[src/rtl/rgbnv12_pkg.sv]
`default_nettype none

package rgbnv12_pkg;

  // Frame geometry limits and register reset values
  localparam logic [12:0] MaxWidth     = 13'd4096;
  localparam logic [12:0] MaxHeight    = 13'd4096;
  localparam logic [12:0] WidthReset   = 13'd640;
  localparam logic [12:0] HeightReset  = 13'd480;

  // Configuration port
  localparam int unsigned CfgIndexWidth = 2;
  localparam int unsigned CfgDataWidth  = 13;
  localparam logic [CfgIndexWidth-1:0] CfgFrameWidth  = 2'd0;
  localparam logic [CfgIndexWidth-1:0] CfgFrameHeight = 2'd1;

  // One RGB pixel
  typedef struct packed {
    logic [7:0] red;
    logic [7:0] green;
    logic [7:0] blue;
  } pix_t;

  // One converted pixel
  typedef struct packed {
    logic [7:0]  luma;
    logic [23:0] luma_index;
    logic        chroma_valid;
    logic [7:0]  chroma_u;
    logic [7:0]  chroma_v;
    logic [24:0] chroma_index;
    logic        frame_last;
  } res_t;

  // Raster position of one pixel, captured with it
  typedef struct packed {
    logic        chroma_valid;
    logic        frame_last;
    logic [23:0] luma_index;
    logic [23:0] chroma_off;
  } pos_t;

endpackage

`default_nettype wire

[src/rtl/rgbnv12_frame_pos.sv]
`default_nettype none

module rgbnv12_frame_pos (
  input  wire logic                                    clk_i,
  input  wire logic                                    rst_ni,
  input  wire logic                                    cfg_we_i,
  input  wire logic [rgbnv12_pkg::CfgIndexWidth-1:0]   cfg_index_i,
  input  wire logic [rgbnv12_pkg::CfgDataWidth-1:0]    cfg_data_i,
  input  wire logic                                    advance_i,
  output rgbnv12_pkg::pos_t                            pos_o,
  output logic [24:0]                                  frame_area_o
);

  logic [12:0] width_q, width_d;
  logic [12:0] height_q, height_d;
  logic [11:0] col_q, col_d;
  logic [11:0] row_q, row_d;
  logic [23:0] luma_q, luma_d;
  logic [23:0] row_base_q, row_base_d;
  logic [24:0] area_q;
  logic [25:0] area_full;
  logic [12:0] w_eff, h_eff;
  logic        last_col, last_row, frame_last, cfg_hit;

  // Clamp a dimension register to 2..max and force it even
  function automatic logic [12:0] eff_dim(input logic [12:0] r, input logic [12:0] maxv);
    logic [12:0] d;
    d = r;
    if (d < 13'd2) d = 13'd2;
    if (d > maxv) d = maxv;
    d[0] = 1'b0;
    return d;
  endfunction

  assign w_eff = eff_dim(width_q, rgbnv12_pkg::MaxWidth);
  assign h_eff = eff_dim(height_q, rgbnv12_pkg::MaxHeight);

  // Detect line and frame ends
  assign last_col   = (13'({1'b0, col_q}) + 13'd1) >= w_eff;
  assign last_row   = (13'({1'b0, row_q}) + 13'd1) >= h_eff;
  assign frame_last = last_col && last_row;

  // Decode register writes
  always_comb begin
    width_d  = width_q;
    height_d = height_q;
    cfg_hit  = 1'b0;
    if (cfg_we_i) begin
      case (cfg_index_i)
        rgbnv12_pkg::CfgFrameWidth: begin
          width_d = cfg_data_i;
          cfg_hit = 1'b1;
        end
        rgbnv12_pkg::CfgFrameHeight: begin
          height_d = cfg_data_i;
          cfg_hit  = 1'b1;
        end
        default: cfg_hit = 1'b0;
      endcase
    end
  end

  // Advance the raster counters, restart the frame on a register write
  always_comb begin
    col_d      = col_q;
    row_d      = row_q;
    luma_d     = luma_q;
    row_base_d = row_base_q;
    if (cfg_hit) begin
      col_d      = '0;
      row_d      = '0;
      luma_d     = '0;
      row_base_d = '0;
    end else if (advance_i) begin
      if (frame_last) begin
        col_d      = '0;
        row_d      = '0;
        luma_d     = '0;
        row_base_d = '0;
      end else begin
        luma_d = luma_q + 24'd1;
        if (last_col) begin
          col_d = '0;
          row_d = row_q + 12'd1;
          if (row_q[0]) begin
            row_base_d = row_base_q + 24'(w_eff);
          end
        end else begin
          col_d = col_q + 12'd1;
        end
      end
    end
  end

  always_ff @(posedge clk_i or negedge rst_ni) begin
    if (!rst_ni) begin
      width_q    <= rgbnv12_pkg::WidthReset;
      height_q   <= rgbnv12_pkg::HeightReset;
      col_q      <= '0;
      row_q      <= '0;
      luma_q     <= '0;
      row_base_q <= '0;
    end else begin
      width_q    <= width_d;
      height_q   <= height_d;
      col_q      <= col_d;
      row_q      <= row_d;
      luma_q     <= luma_d;
      row_base_q <= row_base_d;
    end
  end

  // Luma plane size, the base of the chroma plane
  assign area_full = 26'(w_eff) * 26'(h_eff);

  always_ff @(posedge clk_i) begin
    area_q <= area_full[24:0];
  end

  assign frame_area_o        = area_q;
  assign pos_o.chroma_valid  = !col_q[0] && !row_q[0];
  assign pos_o.frame_last    = frame_last;
  assign pos_o.luma_index    = luma_q;
  assign pos_o.chroma_off    = row_base_q + 24'(col_q);

  a_col_in_line: assert property (@(posedge clk_i) disable iff (!rst_ni)
    13'({1'b0, col_q}) < w_eff)
    else $error("column counter beyond line width");

  a_row_in_frame: assert property (@(posedge clk_i) disable iff (!rst_ni)
    13'({1'b0, row_q}) < h_eff)
    else $error("row counter beyond frame height");

  a_luma_tracks_pos: assert property (@(posedge clk_i) disable iff (!rst_ni)
    luma_q == 24'(32'(row_q) * 32'(w_eff) + 32'(col_q)))
    else $error("luma index out of step with row and column");

endmodule

`default_nettype wire

[src/rtl/rgbnv12_convert.sv]
`default_nettype none

module rgbnv12_convert (
  input  wire rgbnv12_pkg::pix_t  pix_i,
  input  wire rgbnv12_pkg::pos_t  pos_i,
  input  wire logic [24:0]        frame_area_i,
  output rgbnv12_pkg::res_t       res_o
);

  logic signed [17:0] r_s, g_s, b_s;
  logic signed [17:0] y_sum, u_sum, v_sum;
  logic [7:0]         u_val, v_val;

  // Floor divide by 256, add offset, clamp to 0..255
  function automatic logic [7:0] shift_clamp(input logic signed [17:0] x,
                                             input logic signed [10:0] off);
    logic signed [10:0] s;
    s = 11'($signed(x[17:8])) + off;
    if (s < 11'sd0) return 8'd0;
    if (s > 11'sd255) return 8'd255;
    return s[7:0];
  endfunction

  assign r_s = $signed({10'd0, pix_i.red});
  assign g_s = $signed({10'd0, pix_i.green});
  assign b_s = $signed({10'd0, pix_i.blue});

  // BT.601 weighted sums
  assign y_sum = 18'sd66 * r_s + 18'sd129 * g_s + 18'sd25 * b_s;
  assign u_sum = 18'sd112 * b_s - 18'sd38 * r_s - 18'sd74 * g_s;
  assign v_sum = 18'sd112 * r_s - 18'sd94 * g_s - 18'sd18 * b_s;

  assign u_val = shift_clamp(u_sum, 11'sd128);
  assign v_val = shift_clamp(v_sum, 11'sd128);

  // Chroma fields are zero off the 2x2 top-left sample
  assign res_o.luma         = shift_clamp(y_sum, 11'sd16);
  assign res_o.luma_index   = pos_i.luma_index;
  assign res_o.chroma_valid = pos_i.chroma_valid;
  assign res_o.chroma_u     = pos_i.chroma_valid ? u_val : 8'd0;
  assign res_o.chroma_v     = pos_i.chroma_valid ? v_val : 8'd0;
  assign res_o.chroma_index = pos_i.chroma_valid ?
                              frame_area_i + 25'(pos_i.chroma_off) : 25'd0;
  assign res_o.frame_last   = pos_i.frame_last;

endmodule

`default_nettype wire

[src/rtl/rgb_to_nv12_stream_converter_top.sv]
// RGB to NV12 stream converter, BT.601 studio range.
// Input channel: one RGB pixel per item in raster order (in_valid_i, in_stall_o,
// in_data_i). Output channel: one result item per pixel (out_valid_o,
// out_stall_i, out_data_o) with luma, its Y plane index and, on even row and
// even column, U, V and the NV12 byte index of U (V follows at index plus one).
// An item is taken when valid is high and stall is low.
// Each item passes an input register, then the color math and index add into
// the result register; it waits in the input register while the result
// register is full and the receiver stalls.
// Throughput is one pixel per clock while the receiver does not stall; the
// two stage registers let a new pixel enter while a finished result waits
// to be taken. When the receiver stalls, the result register holds, the input
// register fills, and in_stall_o rises once both are full.
// Reset sets width 640, height 480 and puts the raster position at the frame
// start. Writing frame_width or frame_height via cfg_we_i also restarts the
// frame; write only while no item is in flight. The chroma plane base is the
// width times height, registered again after the width and height registers.
`default_nettype none

module rgb_to_nv12_stream_converter_top (
  input  wire logic                                    clk_i,
  input  wire logic                                    rst_ni,
  input  wire logic                                    cfg_we_i,
  input  wire logic [rgbnv12_pkg::CfgIndexWidth-1:0]   cfg_index_i,
  input  wire logic [rgbnv12_pkg::CfgDataWidth-1:0]    cfg_data_i,
  input  wire logic                                    in_valid_i,
  output logic                                         in_stall_o,
  input  wire rgbnv12_pkg::pix_t                       in_data_i,
  output logic                                         out_valid_o,
  input  wire logic                                    out_stall_i,
  output rgbnv12_pkg::res_t                            out_data_o
);

  logic               in_valid_q, in_valid_d;
  rgbnv12_pkg::pix_t  in_pix_q;
  rgbnv12_pkg::pos_t  in_pos_q;
  logic               out_valid_q, out_valid_d;
  rgbnv12_pkg::res_t  out_data_q;
  rgbnv12_pkg::pos_t  pos;
  rgbnv12_pkg::res_t  res;
  logic [24:0]        frame_area;
  logic               out_ready, in_ready, in_acc, stage_adv;

  // Stage handshake
  assign out_ready = !out_valid_q || !out_stall_i;
  assign stage_adv = in_valid_q && out_ready;
  assign in_ready  = !in_valid_q || out_ready;
  assign in_acc    = in_valid_i && in_ready;

  // Track raster position and configuration
  rgbnv12_frame_pos u_frame_pos (
    .clk_i        (clk_i),
    .rst_ni       (rst_ni),
    .cfg_we_i     (cfg_we_i),
    .cfg_index_i  (cfg_index_i),
    .cfg_data_i   (cfg_data_i),
    .advance_i    (in_acc),
    .pos_o        (pos),
    .frame_area_o (frame_area)
  );

  // Convert the registered pixel
  rgbnv12_convert u_convert (
    .pix_i        (in_pix_q),
    .pos_i        (in_pos_q),
    .frame_area_i (frame_area),
    .res_o        (res)
  );

  always_comb begin
    in_valid_d = in_valid_q;
    if (in_acc) begin
      in_valid_d = 1'b1;
    end else if (stage_adv) begin
      in_valid_d = 1'b0;
    end
    out_valid_d = out_ready ? in_valid_q : out_valid_q;
  end

  always_ff @(posedge clk_i or negedge rst_ni) begin
    if (!rst_ni) begin
      in_valid_q  <= 1'b0;
      out_valid_q <= 1'b0;
    end else begin
      in_valid_q  <= in_valid_d;
      out_valid_q <= out_valid_d;
    end
  end

  // Capture the item and its position
  always_ff @(posedge clk_i) begin
    if (in_acc) begin
      in_pix_q <= in_data_i;
      in_pos_q <= pos;
    end
  end

  // Load the result register
  always_ff @(posedge clk_i) begin
    if (stage_adv) begin
      out_data_q <= res;
    end
  end

  assign in_stall_o  = !in_ready;
  assign out_valid_o = out_valid_q;
  assign out_data_o  = out_data_q;

  a_empty_no_stall: assert property (@(posedge clk_i) disable iff (!rst_ni)
    !out_valid_q |-> !in_stall_o)
    else $error("input stalled while result register is empty");

  a_odd_chroma_zero: assert property (@(posedge clk_i) disable iff (!rst_ni)
    out_valid_o && !out_data_o.chroma_valid |->
      out_data_o.chroma_u == 8'd0 && out_data_o.chroma_v == 8'd0 &&
      out_data_o.chroma_index == 25'd0)
    else $error("chroma fields set on a pixel without chroma");

  a_last_wraps: assert property (@(posedge clk_i) disable iff (!rst_ni)
    stage_adv && in_pos_q.frame_last |=> !in_valid_q ||
      (in_pos_q.luma_index == 24'd0 && in_pos_q.chroma_valid))
    else $error("pixel after frame end not at frame start");

endmodule

`default_nettype wire
[config.mk]
export PLATFORM = sky130hd
export DESIGN_NAME = rgb_to_nv12_stream_converter_top
export DESIGN_NICKNAME = d
export VERILOG_FILES = /design/src/rtl/rgbnv12_pkg.sv /design/src/rtl/rgbnv12_frame_pos.sv /design/src/rtl/rgbnv12_convert.sv /design/src/rtl/rgb_to_nv12_stream_converter_top.sv
export SDC_FILE = /design/constraint.sdc
export NUM_CORES = 1
export LEC_CHECK = 0
export BUFFER_PORTS_ARGS = -buffer_cell sky130_fd_sc_hd__buf_4
export CORE_MARGIN = 4
export CORE_UTILIZATION = 58
export DETAILED_ROUTE_END_ITERATION = 16
export GPL_TIMING_DRIVEN = 1
export PLACE_DENSITY = 0.86
export SYNTH_ARGS = -nofsm -noshare
export SYNTH_HDL_FRONTEND = slang
export SYNTH_SLANG_ARGS = --single-unit
[constraint.sdc]
create_clock -name clk_i -period 6.73 [get_ports clk_i]
set_clock_uncertainty 0.1 [all_clocks]
set_input_delay 1.0095 -clock clk_i [delete_from_list [all_inputs] [get_ports clk_i]]
set_output_delay 1.0095 -clock clk_i [all_outputs]
set_load 0.005 [all_outputs]
==> flow_summary.toml, run 1 <==
[status]
status = "finished clean"

[yosys]
synth-edff-count = 149
yosys_most_used_dff = "edfxtp_1"
avgSynthCellArea_um2 = 9.784
async_flop_share = 0.3653
synth.area.top_cells = "edfxtp_1 (18%), ha_1 (17%), fa_1 (15%), dfrtp_1 (9.6%), inv_1 (6.0%)"
synth_cell_types = 81
yosysMostFrequentCell = "inv_1"
seq_area_frac_synth = 0.3047
synth_common_cells = "inv_1 (392), ha_1 (327), nor2_1 (188), nand2_1 (182), fa_1 (178)"
yosysWarnings = 0
synthCells = 2489
synth_top_cell_by_area = "edfxtp_1"
ys_ff_latch = 271
synth_area_um2 = 24350
synth_nets = 3038
synth_top_area_frac = 0.1837

[sta]
hold_viol = 0
tightest_slew_ps = 1130
setup_viol = 0
drv_slew = 0
fmax_mhz = 153.4
min_period_over_period = 0.9688
fin_crit_ps = 6520
relSlewSlack = 0.2436

[clock_tree]
clk_path_buf_depth = 3
clkLatencyLatePin_ps = 580
cts_tree = "yes"
clock_sinks = 271
cts_inserted_buffers = 31
clk_pin_slew_ps = 60
cts_max_level = 1
cts-root-buf = "clkbuf_16"
cts_hold_buffers = 0

[power_and_ir_drop]
ir_worst_vdd_mv = 0.3358
power.density_nw_per_um2 = 430.6
p_leak_nw = 13.44

[setup_path]
path_depth = 27
critPathArrivalTime_ps = 6740
cp_common_cell = "fa_1"
crit_required_ps = 6950
r2r_start = "in_pix_q[10]$_DFFE_PP_"
cp_max_fo = 5
worstSetupStartpoint = "in_pix_q[10]$_DFFE_PP_"
critPathKind = "reg2reg"
slowest_stage = "fa_1"
worstSetupEndpointType = "register"
max_stage_delay_ps = 550
cp-start-kind = "register"
critPathTopFamily = "adder cells"
reg2regPathDepth = 27
path_buf_inv = 4

[floorplan]
coreArea_um2 = 41200
ioPinCount = 121
die_x_um = 212.9
fp-row-count = 74
initial_core_util = 0.5910
die-area_um2 = 45330
fp.dieH_um = 212.9

[detailed_routing]
antenna_left = 0
routed_wl_um = 61580
dr_total_vias = 18667
remaining_drc_errors = 0
dr.pass1.iters = 6
wire_per_inst_um = 19.11
routed_via_density = 5.794
dr.first_iter.drc_count = 1432

[run]
max_cap_violations = 0

[grt]
grt_pass1_wl_um = 99380
grt_pass1_vias = 19482
met3_usage = 0.03703
grt_usage = 0.2730
grt_max_degree = 76
gr-usage-met1 = 0.3453
busiest_layer = "met2"
overflow = 0
use_met2 = 0.4797
antenna_found_initial = 0

[cells_and_area]
area_delta_synth_final_pct = 13.58
fin_util = 0.6713
fin_area_um2 = 27660
fill_cells = 3137
num_antenna_cells = 0
seq_area_um2 = 7420
nets = 3215
layoutNonFillerInstCount = 3222
multi_input_area_um2 = 15460
drive_above_1_share = 0.1331

[worst_hold_path]
hp-class = "in2async"

[place]
detailed_place_hpwl_um = 48270
dp.cells = 3151
placed_cell_area_um2 = 26210
numPortBuffers = 120
place_congestion = 0.9661
## through the flow
step | total power, mW | worst slack, ps | setup TNS [ps] | hold slack [ps]
after CTS | 11.30 | 2.857 | 0 | 230.9
final | 11.91 | 209.7 | 0 | 246.3
after floorplan | 7.546 | 15.38 | 0 | 300.3
after detailed placement | 9.388 | -52.08 | -56.30 | 304.5
after global placement | 9.084 | 141.4 | 0 | 305.4
after global routing | 12.92 | -52.45 | -101.2 | 235.9
## cell type report
cell class                 count  share of cell area
clock buffer                  40             0.03266
multi-input combinational   1762              0.5590
clock inverter                17            0.007373
tap                          532             0.02406
inverter                     401             0.05469
timing repair buffer         199             0.05401
sequential                   271              0.2682
## final timing paths
| kind | to | slack, ps |
|---|---|---|
| setup / recovery | out_data_o[27]$_SDFFCE_PP0P_ | 210 |
| hold / removal | u_frame_pos.luma_q[23]$_DFFE_PN0P_ | 250 |
| setup reg to reg | out_data_o[27]$_SDFFCE_PP0P_ | 210 |
| hold reg to reg | out_data_o[52]$_DFFE_PP_ | 320 |
| max in group asynchronous | u_frame_pos.row_base_q[4]$_DFFE_PN0P_ | 5000 |
| min in group clk_i | out_data_o[52]$_DFFE_PP_ | 320 |
## state kept, by name, summed over array words and instances (netlist names)
signal,cells
u_frame_pos.width_q,13
in_valid_q,1
out_valid_o,1
u_frame_pos.row_base_q,23
u_frame_pos.luma_q,24
in_pos_q,50
u_frame_pos.height_q,13
u_frame_pos.col_q,12
u_frame_pos.frame_area_o,23
u_frame_pos.row_q,12
in_pix_q,24
out_data_o,75
## where the power goes
part / leakage [nW] / switching [mW] / internal (mW)
clock network: 0.541 / 0.694 / 1.10
logic: 9.93 / 4.54 / 3.27
registers: 2.96 / 0.146 / 2.16
total: 13.4 / 5.38 / 6.53
## layout by cell type (no fill, tap or decap), drive strengths merged, types with 40 or more instances in the layout
| cell | n |
|---|---|
| nor2 | 190 |
| xor2 | 71 |
| dfrtp | 93 |
| nand3 | 43 |
| xnor2 | 105 |
| ha | 327 |
| o21ai | 110 |
| a21oi | 121 |
| buf | 199 |
| fa | 178 |
| clkbuf | 40 |
| inv | 396 |
| nand2 | 182 |
| edfxtp | 149 |
## metal layers
layer	wire length [um]	up-vias
met3	3323	161
met2	30630	661
met1	24870	9119
li1	-	8726
met4	2752	0
met5	0	-
## cell families (layout without fill, tap and decap cells)
| logic type | after synthesis | count (layout) | synth area share |
|---|---|---|---|
| fa+ha+maj | 506 | 506 | 0.3148 |
| flops | 271 | 271 | 0.3047 |
| simple gates | 621 | 621 | 0.1190 |
| mux | 27 | 27 | 0.01233 |
| compound gates | 432 | 432 | 0.1147 |
| buf+inv | 456 | 657 | 0.07085 |
| xor+xnor | 176 | 176 | 0.06361 |
## timing repair
action / CTS / global route
setup buffers: 0 / 14
pin swaps: 0 / 12
cloned: 0 / 0
gates resized for setup: 4 / 55
endpoints found under the setup margin: 6 / 28
endpoints found under the hold margin: 0 / 0
Note: power is estimated with default switching activity, not from simulation.
==> run 2: changes to the inputs <==
--- a/config.mk
+++ b/config.mk
@@ -5,6 +5,7 @@
 export SDC_FILE = /design/constraint.sdc
 export NUM_CORES = 1
 export LEC_CHECK = 0
+export ABC_AREA = 1
 export BUFFER_PORTS_ARGS = -buffer_cell sky130_fd_sc_hd__buf_4
 export CORE_MARGIN = 4
 export CORE_UTILIZATION = 58
==> run 2 against run 1 <==
Area after synthesis increased by 6.6%. Total power increased by 6.1%. Sequential power increased by 8.7%. Clock-buffer cell count unchanged. Cell count increased by 21%. Critical path type unchanged. Largest power group unchanged.
==> flow_summary.toml, run 2 <==
[status]
status = "finished clean"

[clock_tree]
clock_sinks = 271
cts-root-buf = "clkbuf_16"
clk_path_buf_depth = 3
clk_pin_slew_ps = 60
clkLatencyLatePin_ps = 570
cts_inserted_buffers = 34
cts_max_level = 2
cts_tree = "yes"

[cells_and_area]
multi_input_area_um2 = 15910
final_common_cell = "nand2_1"
drive_above_1_share = 0.09022
area_delta_synth_final_pct = 10.68
largest_register_ffs = 75
fill_cells = 3475
num_antenna_cells = 0
final_cell_mix = "nand2_1 (646), inv_1 (644), ha_1 (327)"
seq_area_um2 = 7421
nets = 3837

[yosys]
yosysWarnings = 0
avgSynthCellArea_um2 = 8.270
yosys_most_used_dff = "edfxtp_1"
seq_area_frac_synth = 0.2859
synth_cell_types = 53
yosysMostFrequentCell = "nand2_1"
async_flop_share = 0.3653
synth_top_cell_by_area = "edfxtp_1"
synth-edff-count = 149
synthCells = 3138
synth_top_area_frac = 0.1724
ys_ff_latch = 271
synth_nets = 3687
synth_area_um2 = 25950
synth_common_cells = "nand2_1 (646), inv_1 (644), ha_1 (327), nor2_1 (211), a21oi_1 (182)"
synth.area.top_cells = "edfxtp_1 (17%), ha_1 (16%), fa_1 (14%), nand2_1 (9.3%), inv_1 (9.3%)"

[setup_path]
crit_required_ps = 7030
worstSetupEndpointType = "register"
path_buf_inv = 4
cp_max_fo = 8
r2r-end = "out_data_o[69]$_SDFFCE_PN1P_"
r2r_start = "in_pix_q[2]$_DFFE_PP_"
critPathKind = "reg2reg"
regToRegSetupSlack_ps = 460
reg2regPathDepth = 32
critPathArrivalTime_ps = 6570
critPathTopFamily = "adder cells"
max_stage_delay_ps = 570
cp-start-kind = "register"
cp_common_cell = "nand2_1"
slowest_stage = "edfxtp_1"

[grt]
grt_max_degree = 76
antenna_found_initial = 0
grt_pass1_vias = 21330
gr-usage-met1 = 0.3449
grt_pass1_wl_um = 106600
grt_usage = 0.2764
overflow = 0
use_met2 = 0.4691
met3_usage = 0.04992
busiest_layer = "met2"

[sta]
relSlewSlack = 0.3024
setup_tns_ps = 0
hold_viol = 0
setup_viol = 0
rsz0062_at_grt = "no"
fmax_mhz = 159.4
min_period_over_period = 0.9322
drv_slew = 0
fin_crit_ps = 6274
tightest_slew_ps = 1046
setup_ws_ps = 456.4

[detailed_routing]
wire_per_inst_um = 16.87
antenna_left = 0
remaining_drc_errors = 0
dr.pass1.iters = 6
dr.first_iter.drc_count = 1843
routed_wl_um = 65890
routed_via_density = 5.499
dr_total_vias = 21479

[worst_hold_path]
holdPathStages = 0
hp-class = "reg2reg"
min_to = "out_data_o[52]$_DFFE_PP_"
min_from = "in_pos_q[33]$_DFFE_PP_"

[run]
max_cap_violations = 0

[floorplan]
coreArea_um2 = 44220
fp.dieH_um = 219.5
initial_core_util = 0.5869
die-area_um2 = 48190
fp-row-count = 77
die_x_um = 219.5
ioPinCount = 121

[power_and_ir_drop]
power.density_nw_per_um2 = 440.1
ir_worst_vdd_mv = 0.5331
p_leak_nw = 14.98

[place]
place_congestion = 1.006
detailed_place_hpwl_um = 52030
numPortBuffers = 120
pre_cts_slack_ps = 369.0
-- run 2: changes by cell type after synthesis, moves of 25 or more --
cell | before | now
nand2_1 | 182 | 646
xnor2_1 | 105 | 41
a21oi_1 | 120 | 182
inv_1 | 392 | 644
a21o_1 | 39 | 12
and3_1 | 27 | 0
nor2b_1 | 29 | 0
xor2_1 | 70 | 95
clkbuf_1 | 42 | 10
nand3_1 | 43 | 124
-- run 2: final cells by class --
class | count | share of cell area
clock buffer | 40 | 0.03180
clock inverter | 22 | 0.006273
inverter | 670 | 0.08760
multi-input combinational | 2172 | 0.5539
sequential | 271 | 0.2584
tap | 592 | 0.02579
timing repair buffer | 139 | 0.03633
-- run 2: per-layer routing --
layer,wire (um),part of all wire,vias up
met5,0,0,-
met4,3542,0.054,0
met3,5181,0.079,228
met2,31400,0.48,901
met1,25760,0.39,10073
li1,-,-,10277
-- run 2: stage by stage --
stage	power [mW]	area, um2	utilization	cells	hold WS, ps
floorplan	8.668	25950	-	3138	300.3
global placement	10.48	27620	0.6247	3844	300.4
detailed placement	10.68	27620	0.6247	3844	304.5
CTS	12.57	28720	0.6494	3906	318.4
global route	13.94	28720	0.6495	3906	323.0
finish	12.64	28720	0.6495	3906	317.8
-- run 2: worst reg2reg max path, delay by kind of cell, from the launching register on --
family,cells,cell delay (ps)
flops,1,570
simple gates,13,1280
fa+ha+maj,7,2610
compound gates,7,1200
xor+xnor,1,160
buf+inv,4,180
-- run 2: power breakdown --
group          internal, mW  total (mW)  switching [mW]  leakage, nW
clock                  1.03        1.81           0.780        0.539
sequential             2.25        2.50           0.246         2.96
combinational          3.01        8.34            5.32         11.5
-- run 2: cells by family after synthesis --
logic type                 after synthesis  synth area share
buffers and inverters                  695            0.1017
xor gates and xnor gates               137           0.04652
and+or+nand+nor                       1138            0.1885
adders and majority gates              505            0.2950
AOI/OAI and AO/OA                      392           0.08244
DFF                                    271            0.2859
-- run 2: worst max path at each step --
stage / from / endpoint / cells after the start
global route: in_pix_q[2]$_DFFE_PP_ / out_data_o[69]$_SDFFCE_PN1P_ / 32
detailed placement: u_frame_pos.width_q[12]$_DFFE_PN0P_ / u_frame_pos.frame_area_o[23]$_DFF_P_ / 24
global placement: u_frame_pos.width_q[12]$_DFFE_PN0P_ / u_frame_pos.frame_area_o[23]$_DFF_P_ / 24
floorplan: in_pix_q[13]$_DFFE_PP_ / out_data_o[26]$_SDFFCE_PP0P_ / 26
finish: in_pix_q[2]$_DFFE_PP_ / out_data_o[69]$_SDFFCE_PN1P_ / 32
CTS: u_frame_pos.width_q[12]$_DFFE_PN0P_ / u_frame_pos.frame_area_o[18]$_DFF_P_ / 23
-- run 2: timing repair --
action	CTS	global route
hold buffers	0	0
buffers inserted	0	0
setup endpoints to repair	0	6
gates resized for setup	0	2
endpoints found under the hold margin	0	0
==> run 3: changes to the inputs <==
--- a/config.mk
+++ b/config.mk
@@ -6,12 +6,14 @@
 export NUM_CORES = 1
 export LEC_CHECK = 0
 export ABC_AREA = 1
+export ABC_CLOCK_PERIOD_IN_PS = 6730
 export BUFFER_PORTS_ARGS = -buffer_cell sky130_fd_sc_hd__buf_4
 export CORE_MARGIN = 4
 export CORE_UTILIZATION = 58
 export DETAILED_ROUTE_END_ITERATION = 16
 export GPL_TIMING_DRIVEN = 1
 export PLACE_DENSITY = 0.86
+export REMOVE_ABC_BUFFERS = 1
 export SYNTH_ARGS = -nofsm -noshare
 export SYNTH_HDL_FRONTEND = slang
 export SYNTH_SLANG_ARGS = --single-unit
==> run 3 against run 2 <==
Cell count up 0.36%. Clock-buffer cell count down 4. Wire length down 0.96%. Setup slack worse by 45 ps. Die area unchanged. Combinational power up 0.6%. Clock power down 6%. Cell area up 0.23%. Core utilization up 0.15 points. Non-clock buffer count up 18. Largest cell class unchanged. Largest power group unchanged.
==> flow_summary.toml, run 3 (synthesis results as in run 2) <==
[power_and_ir_drop]
p_leak_nw = 15.04
pwr-share-comb = 0.666
power.density_nw_per_um2 = 437.5
finalPower_mw = 12.60
seq_power_share = 0.198
p_clk_frac = 0.136
switching_share = 0.5019
power.switching_mw = 6.323
power.internal_mw = 6.274
ir_worst_vdd_mv = 0.4210

[sta]
whs_ps = 255.5
hold_viol = 0
setup_tns_ps = 0
setup_ws_ps = 411.9
setup_viol = 0
drv_slew = 0
tightest_slew_ps = 1057
relSlewSlack = 0.2951
min_period_over_period = 0.9388
fmax_mhz = 158.3
fin_crit_ps = 6318

[clock_tree]
cts_hold_buffers = 0
cts_tree = "yes"
cts_max_level = 1
clock_sinks = 271
clk_pin_slew_ps = 60
clk_path_buf_depth = 3
cts_inserted_buffers = 31
cts-root-buf = "clkbuf_16"
clkLatencyLatePin_ps = 620

[detailed_routing]
dr.first_iter.drc_count = 1549
routed_via_density = 5.466
dr_total_vias = 21428
antenna_left = 0
dr.pass1.iters = 5
wire_per_inst_um = 16.65
remaining_drc_errors = 0
routed_wl_um = 65260

[grt]
overflow = 0
grt_pass1_vias = 21329
grt_pass1_wl_um = 105100
grt_usage = 0.2702
antenna_found_initial = 0
grt_max_degree = 76

[setup_path]
critPathCapture = "out_data_o[72]$_SDFFCE_PN1P_"
slowest_stage = "edfxtp_1"
r2r-end = "out_data_o[72]$_SDFFCE_PN1P_"
critPathTopFamily = "adder cells"
path_depth = 32
crit_required_ps = 7090
r2r_start = "in_pix_q[2]$_DFFE_PP_"
reg2regPathDepth = 32
worstSetupStartpoint = "in_pix_q[2]$_DFFE_PP_"
regToRegSetupSlack_ps = 410
max_stage_delay_ps = 520
cp_common_cell = "nand2_1"
cp_max_fo = 8
worstSetupEndpointType = "register"
critPathKind = "reg2reg"
cp-start-kind = "register"
path_buf_inv = 4
critPathArrivalTime_ps = 6680

[cells_and_area]
num_antenna_cells = 0
area_delta_synth_final_pct = 10.93
final_cell_mix = "nand2_1 (645), inv_1 (644), ha_1 (327)"
layoutNonFillerInstCount = 3920
drive_above_1_share = 0.09285
final_common_cell = "nand2_1"
nets = 3852
largest_register_ffs = 75
fill_cells = 3509
fin_area_um2 = 28790
fin_util = 0.6510

[place]
place_congestion = 0.9924
pre_cts_slack_ps = 517.7
detailed_place_hpwl_um = 51590
numPortBuffers = 120
placed_cell_area_um2 = 27670
dp.cells = 3850

[floorplan]
initial_core_util = 0.5869
coreArea_um2 = 44220
fp-row-count = 77
fp.dieH_um = 219.5
ioPinCount = 121
die-area_um2 = 48190
die_x_um = 219.5

[status]
status = "finished clean"

[worst_hold_path]
hp-class = "in2async"

[run]
max_cap_violations = 0
-- run 3: changes by cell type in the layout (fill, tap and decap cells not counted), moves of 2 or more --
| cell | previous run | this run |
|---|---|---|
| buf_4 | 139 | 157 |
| clkbuf_16 | 34 | 32 |
| clkbuf_8 | 4 | 2 |
| clkinv_1 | 6 | 10 |
| clkinv_2 | 10 | 8 |
| clkinv_4 | 0 | 2 |
| clkinvlp_4 | 4 | 2 |
| inv_8 | 2 | 0 |
-- run 3: worst min-delay path by stage --
stage,from,end,slack [ps],cells past startpoint
after floorplan,in_pos_q[48]$_DFFE_PP_,out_data_o[0]$_DFFE_PP_,300,0
after global placement,in_pos_q[43]$_DFFE_PP_,out_data_o[62]$_DFFE_PP_,300,0
after detailed placement,in_pos_q[27]$_DFFE_PP_,out_data_o[46]$_DFFE_PP_,300,0
after CTS,rst_ni,u_frame_pos.row_q[3]$_DFFE_PN0P_,240,1
after global routing,rst_ni,u_frame_pos.row_q[3]$_DFFE_PN0P_,280,1
final,rst_ni,u_frame_pos.row_q[1]$_DFFE_PN0P_,260,1
-- run 3: what timing repair did --
item / CTS / global route
setup buffers: 0 / 12
gates resized for setup: 0 / 2
setup endpoints to repair: 0 / 8
-- run 3: final cells by class --
cell class / count / area (um2) / area share
Clock inverter: 22 / 192.7 / 0.006693
Multi-Input combinational cell: 2172 / 15910 / 0.5525
Timing Repair Buffer: 157 / 1179 / 0.04094
Inverter: 670 / 2516 / 0.08740
Tap cell: 592 / 740.7 / 0.02573
Clock buffer: 36 / 835.8 / 0.02903
Sequential cell: 271 / 7420 / 0.2577
-- run 3: layer usage --
| layer | part of all wire | GRT usage | routed length (um) |
|---|---|---|---|
| met5 | 0 | 0 | 0 |
| met4 | 0.053 | 0.1209 | 3433 |
| met3 | 0.071 | 0.03599 | 4629 |
| met2 | 0.48 | 0.4637 | 31130 |
| met1 | 0.40 | 0.3423 | 26060 |
-- run 3: power groups by stage --
stage / Sequential, mW / Combinational, mW / Clock (mW)
after floorplan: 2.46 / 6.19 / 0
after global placement: 2.52 / 7.97 / 0
after detailed placement: 2.53 / 8.18 / 0
after CTS: 2.50 / 8.28 / 1.74
after global routing: 2.53 / 9.56 / 1.81
final: 2.50 / 8.39 / 1.71
